===== src/hdl/cpi_pkg.sv =====
package cpi_pkg;

   localparam int COORD_BITS = 16;
   localparam int FRAC_BITS  = 8;
   localparam int ID_BITS    = 16;

   // root of (dx^2 + dy^2) * 4^FRAC_BITS
   localparam int DIST_W  = COORD_BITS + FRAC_BITS + 1;
   localparam int SQ_W    = 2 * COORD_BITS + 1;
   localparam int OPND_W  = 2 * DIST_W;
   localparam int REM_W   = DIST_W + 1;
   localparam int COST_W  = DIST_W + 4;
   localparam int OUT_COST_W = 28;

   localparam logic signed [COST_W-1:0] COST_HI = COST_W'(2 ** (OUT_COST_W - 1) - 1);
   localparam logic signed [COST_W-1:0] COST_LO = -COST_HI - COST_W'(1);

   localparam logic [1:0] MODE_CLEAR  = 2'd0;
   localparam logic [1:0] MODE_APPEND = 2'd1;
   localparam logic [1:0] MODE_INSERT = 2'd2;
   localparam logic [1:0] MODE_READ   = 2'd3;

   localparam logic [1:0] STATUS_OK    = 2'd0;
   localparam logic [1:0] STATUS_FULL  = 2'd1;
   localparam logic [1:0] STATUS_RANGE = 2'd2;

   localparam logic [1:0] PLACE_NONE     = 2'd0;
   localparam logic [1:0] PLACE_PD       = 2'd1;
   localparam logic [1:0] PLACE_DP       = 2'd2;
   localparam logic [1:0] PLACE_SEPARATE = 2'd3;

   typedef struct packed {
      logic [COORD_BITS-1:0] x;
      logic [COORD_BITS-1:0] y;
      logic [ID_BITS-1:0]    id;
   } point_type;

   function automatic logic signed [COST_W-1:0] to_cost(input logic [DIST_W-1:0] d);
      return $signed({{(COST_W - DIST_W){1'b0}}, d});
   endfunction

endpackage


===== src/hdl/cpi_dist.sv =====
module cpi_dist (
   input  logic                       clock,
   input  logic                       reset,
   input  logic                       start,
   input  cpi_pkg::point_type         a,
   input  cpi_pkg::point_type         b,
   output logic                       done,
   output logic [cpi_pkg::DIST_W-1:0] root
);

   localparam int CNT_W = $clog2(cpi_pkg::DIST_W);

   typedef enum logic [1:0] {D_IDLE, D_SQX, D_SQY, D_ROOT} state_type;

   state_type                        state_ff, state_in;
   logic [cpi_pkg::COORD_BITS-1:0]   dx_ff, dx_in, dy_ff, dy_in;
   logic [cpi_pkg::OPND_W-1:0]       opnd_ff, opnd_in;
   logic [cpi_pkg::DIST_W-1:0]       root_ff, root_in;
   logic [cpi_pkg::REM_W-1:0]        rem_ff, rem_in;
   logic [CNT_W-1:0]                 cnt_ff, cnt_in;
   logic                             done_ff, done_in;

   logic [cpi_pkg::COORD_BITS-1:0]   sq_opnd;
   logic [2*cpi_pkg::COORD_BITS-1:0] sq;
   logic [cpi_pkg::SQ_W-1:0]         sum;
   logic [cpi_pkg::REM_W+1:0]        rem_n, trial;

   always_comb begin
      state_in = state_ff;
      dx_in    = dx_ff;
      dy_in    = dy_ff;
      opnd_in  = opnd_ff;
      root_in  = root_ff;
      rem_in   = rem_ff;
      cnt_in   = cnt_ff;
      done_in  = 1'b0;
      sq_opnd  = (state_ff == D_SQX) ? dx_ff : dy_ff;
      sq       = sq_opnd * sq_opnd;
      sum      = opnd_ff[cpi_pkg::SQ_W-1:0] + cpi_pkg::SQ_W'(sq);
      rem_n    = {rem_ff, opnd_ff[cpi_pkg::OPND_W-1 -: 2]};
      trial    = (cpi_pkg::REM_W+2)'({root_ff, 2'b01});
      case (state_ff)
         D_IDLE: begin
            if (start) begin
               dx_in    = (a.x > b.x) ? a.x - b.x : b.x - a.x;
               dy_in    = (a.y > b.y) ? a.y - b.y : b.y - a.y;
               root_in  = '0;
               rem_in   = '0;
               cnt_in   = CNT_W'(cpi_pkg::DIST_W - 1);
               state_in = D_SQX;
            end
         end
         D_SQX: begin
            opnd_in  = cpi_pkg::OPND_W'(sq);
            state_in = D_SQY;
         end
         D_SQY: begin
            opnd_in  = cpi_pkg::OPND_W'(sum) << (2 * cpi_pkg::FRAC_BITS);
            state_in = D_ROOT;
         end
         D_ROOT: begin
            // one result bit per step: bring down two operand bits, try 4r+1
            if (rem_n >= trial) begin
               rem_in  = cpi_pkg::REM_W'(rem_n - trial);
               root_in = {root_ff[cpi_pkg::DIST_W-2:0], 1'b1};
            end else begin
               rem_in  = cpi_pkg::REM_W'(rem_n);
               root_in = {root_ff[cpi_pkg::DIST_W-2:0], 1'b0};
            end
            opnd_in = opnd_ff << 2;
            if (cnt_ff == '0) begin
               done_in  = 1'b1;
               state_in = D_IDLE;
            end else begin
               cnt_in = cnt_ff - CNT_W'(1);
            end
         end
         default: state_in = D_IDLE;
      endcase
   end

   always_ff @(posedge clock) begin
      if (reset) begin
         state_ff <= D_IDLE;
         done_ff  <= 1'b0;
      end else begin
         state_ff <= state_in;
         done_ff  <= done_in;
      end
      dx_ff   <= dx_in;
      dy_ff   <= dy_in;
      opnd_ff <= opnd_in;
      root_ff <= root_in;
      rem_ff  <= rem_in;
      cnt_ff  <= cnt_in;
   end

   assign done = done_ff;
   assign root = root_ff;

endmodule

===== config.mk =====
export PLATFORM = sky130hd
export DESIGN_NAME = cpi_dist
export DESIGN_NICKNAME = d
export VERILOG_FILES = /design/src/hdl/cpi_pkg.sv /design/src/hdl/cpi_dist.sv
export SDC_FILE = /design/constraint.sdc
export NUM_CORES = 1
export LEC_CHECK = 0
export BUFFER_PORTS_ARGS = -buffer_cell sky130_fd_sc_hd__buf_2
export CAP_MARGIN = 20
export CORE_MARGIN = 5
export CORE_UTILIZATION = 60
export DETAILED_ROUTE_END_ITERATION = 6
export GPL_TIMING_DRIVEN = 0
export PLACE_DENSITY = 0.79
export SLEW_MARGIN = 40
export SYNTH_ARGS = -nofsm -noshare
export SYNTH_HDL_FRONTEND = slang
export SYNTH_SLANG_ARGS = --single-unit

===== constraint.sdc =====
create_clock -name clock -period 24.6 [get_ports clock]
set_input_delay 4.92 -clock clock [delete_from_list [all_inputs] [get_ports clock]]
set_output_delay 4.92 -clock clock [all_outputs]
set_load 0.01 [all_outputs]

==> summary.txt <==
Outcome
  • Status: completed

Yosys
  • Post-synth EDFFs: around 140
  • Synth warnings: 0
  • Mapped cell area: 18600 sq um
  • Cell variety after synth: 82
  • Syn_area_per_cell: 9.13 sq um
  • Gate Count Post-Synth: about 2k
  • Area leader, netlist: edfxtp_1
  • Asr flop ratio synth: 0
  • Count leader, synth: inv_1
  • Syn Nets: between 2k and 3k
  • Yosys reg bits: 140
  • Synth top area cells: edfxtp_1, fa_1, ha_1
  • Top post-synthesis cells by count: inv_1, ha_1, nor2_1
  • Top-area cell type share of the netlist area: 0.221
  • Seq/Total Area, Yosys: 0.224
  • Synth Flop Type: edfxtp_1

Critical path
  • Kind of critical path: flip-flop to flip-flop
  • Reg-to-Reg Start: state_ff[1]
  • Slowest-stage cell, CP: buf_1
  • Crit-path max FO: 10
  • CP bufs+invs: 10
  • CP most frequent cell: inv_1
  • Reg2Reg Capture Point: opnd_ff[48]
  • Startpoint class of the critical path: flip-flop
  • Crit path DAT: approximately 11 ns
  • Largest delay contributor family on the critical path: adder cells
  • Slowest stage delay, CP: 0.63 ns
  • Crit path required time: around 25 ns
  • Worst R2R Path Depth: 35
  • Reg-to-reg slack, setup: around 14 ns
  • Endpoint class of the critical path: flip-flop

STA
  • Final hold violations: 0
  • Max-slew violations: 0
  • Slew margin rel.: 0.411
  • RSZ-0062 raised after global routing: no
  • Max Fclk: about 92 MHz
  • Period minus WS final: 10.86 ns
  • Setup-failing EPs final: 0
  • Setup TNS: 0 ns
  • Final period utilization: 0.441
  • Worst slew pin tran: between 0.8 and 0.9 ns
  • Max Clock Skew: 0.0167 ns

CTS
  • CTS sink cnt: between 100 and 150
  • CTS tree: yes
  • Root Driver: clkbuf_16
  • Cts hold-fix bufs: 0
  • Clk_lat worst skew: 0.45 ns
  • Post-CTS sizing: 0
  • Worst-path clk slew: ~0.07 ns
  • Total CTS buffers: 17
  • Post-CTS Setup Bufs: 0
  • H-tree depth: 4
  • CTS Buffer Depth: 2

GRT
  • Largest net degree at the start of global routing: 36
  • Vias in the first global route: approximately 15k
  • Total Routing Usage GR: 0.263
  • Grt total ovfl: 0
  • First-pass GRT wire length: ~74 mm
  • Antenna violations before repair: 0

Place
  • Final GP Congestion: ~0.96
  • Dpl hpwl: around 36 mm
  • Cells after DPL: ~2.5k
  • Port Buf Inserts: a little over 90

Finish
  • Layout cell share with drive strength beyond 1: 0.0789
  • Register Area: approximately 4200 sq um
  • Synth-to-layout area growth: 8.69%
  • Number of diodes: 0
  • Nets: approximately 2.6k
  • FILL cells: ~2.5k
  • Post-Layout Cell Count: ~2.6k
  • Multi-input logic area: between 10000 and 15000 sq um

Floorplanning
  • Row count: 64
  • Initial Utilization: 0.608
  • Core footprint: ~31000 sq um
  • Die Area: ~35000 sq um
  • # IOs: around 130
  • Die height: ~190 microns
  • Die X: about 190 microns

Route
  • Routed WL: roughly 45 mm
  • DR vias: between 10k and 15k
  • DRC viols: 0
  • Iteration-0 DRC Markers: ~940
  • Detail Route Antenna Nets: 0
  • DR pass1 iterations: 6
  • WL/cell: roughly 18 microns
  • Via density: ~5.8

Hold path
  • Hold Path Depth: 1
  • Worst Hold Endpoint: opnd_ff[49]
  • Hold Crit Class: flip-flop to flip-flop
  • Hold_sp: opnd_ff[47]

Job
  • Number of max-cap violations: 0
[worst max-delay path by stage]
stage | slack (ns) | cells after the start | endpoint | from
6_report | 13.74 | 35 | opnd_ff[48] | state_ff[1]
5_1_grt | 13.13 | 35 | opnd_ff[44] | state_ff[1]
4_1_cts | 13.64 | 35 | opnd_ff[48] | state_ff[1]
3_5_place_dp | 13.66 | 35 | opnd_ff[48] | state_ff[1]
3_3_place_gp | 13.54 | 35 | opnd_ff[48] | state_ff[1]
2_1_floorplan | 15.45 | 35 | opnd_ff[48] | state_ff[1]
[per-layer routing]
| metal | part of all wire | track usage | routed length, microns | up-vias |
|---|---|---|---|---|
| met5 | 0 | 0 | 0 | - |
| met2 | 0.50 | 0.455 | 22200 | 506 |
| li1 | - | - | - | 7128 |
| met3 | 0.054 | 0.0323 | 2420 | 71 |
| met4 | 0.022 | 0.0732 | 975 | 0 |
| met1 | 0.43 | 0.351 | 19300 | 7203 |
[cell families (layout without fill, tap and decap cells)]
family	count (synthesis)	in the layout	synth area share
AOI/OAI and AO/OA	423	423	0.152
muxes	63	63	0.0345
and+or+nand+nor	501	501	0.121
adders and majority gates	392	392	0.329
DFF	140	140	0.224
xor gates and xnor gates	120	120	0.0564
buffers and inverters	403	529	0.0825
[worst reg2reg max path: cells and delay by family, from the launching register on]
family	cells	cell delay, ns
adders and majority gates	9	4.09
AOI/OAI and AO/OA	11	2.73
buffers and inverters	10	2.13
and+or+nand+nor	2	0.57
xor gates and xnor gates	2	0.42
DFF	1	0.34
muxes	1	0.32
[sequential cells by signal, summed over array words and instances, names as in the netlist]
name / flops
cnt_ff: 5
state_ff: 2
opnd_ff: 49
done: 1
dx_ff: 16
dy_ff: 16
rem_ff: 26
root: 25
[layout make-up]
class,count,area share
Buffer,54,0.0112
Clock buffer,18,0.0217
Clock inverter,14,0.00753
Inverter,349,0.0648
Multi-Input combinational cell,1499,0.640
Sequential cell,140,0.206
Tap cell,396,0.0245
Timing Repair Buffer,94,0.0247
[layout by cell type, fill, tap and decap left out, types with 15 or more instances in the layout]
| cell type | netlist | layout |
|---|---|---|
| a211oi_1 | 22 | 22 |
| a21o_1 | 79 | 78 |
| a21oi_1 | 105 | 105 |
| a22o_1 | 15 | 15 |
| buf_2 | 7 | 99 |
| clkbuf_1 | 39 | 39 |
| clkbuf_16 | 0 | 17 |
| edfxtp_1 | 137 | 137 |
| fa_1 | 164 | 164 |
| ha_1 | 227 | 227 |
| inv_1 | 345 | 344 |
| mux2i_1 | 53 | 48 |
| nand2_1 | 166 | 166 |
| nand3_1 | 28 | 28 |
| nor2_1 | 185 | 185 |
| nor2b_1 | 25 | 25 |
| nor3_1 | 16 | 16 |
| o21a_1 | 15 | 15 |
| o21ai_0 | 74 | 74 |
| xnor2_1 | 76 | 76 |
| xor2_1 | 44 | 44 |
[stage by stage]
| step | instance area [sq um] | utilization | worst slack (ns) | hold slack, ns |
|---|---|---|---|---|
| after detailed placement | 19700 | 0.641 | 13.66 | 0.529 |
| after floorplan | 18600 | - | 15.45 | 0.500 |
| after CTS | 20300 | 0.660 | 13.64 | 0.547 |
| final | 20300 | 0.661 | 13.74 | 0.536 |
| after global routing | 20300 | 0.661 | 13.13 | 0.561 |
| after global placement | 19600 | 0.639 | 13.54 | 0.515 |
Power is left out: the tool's default activity adds up to more than one toggle a clock period on the data nets, which glitch-free logic cannot reach.
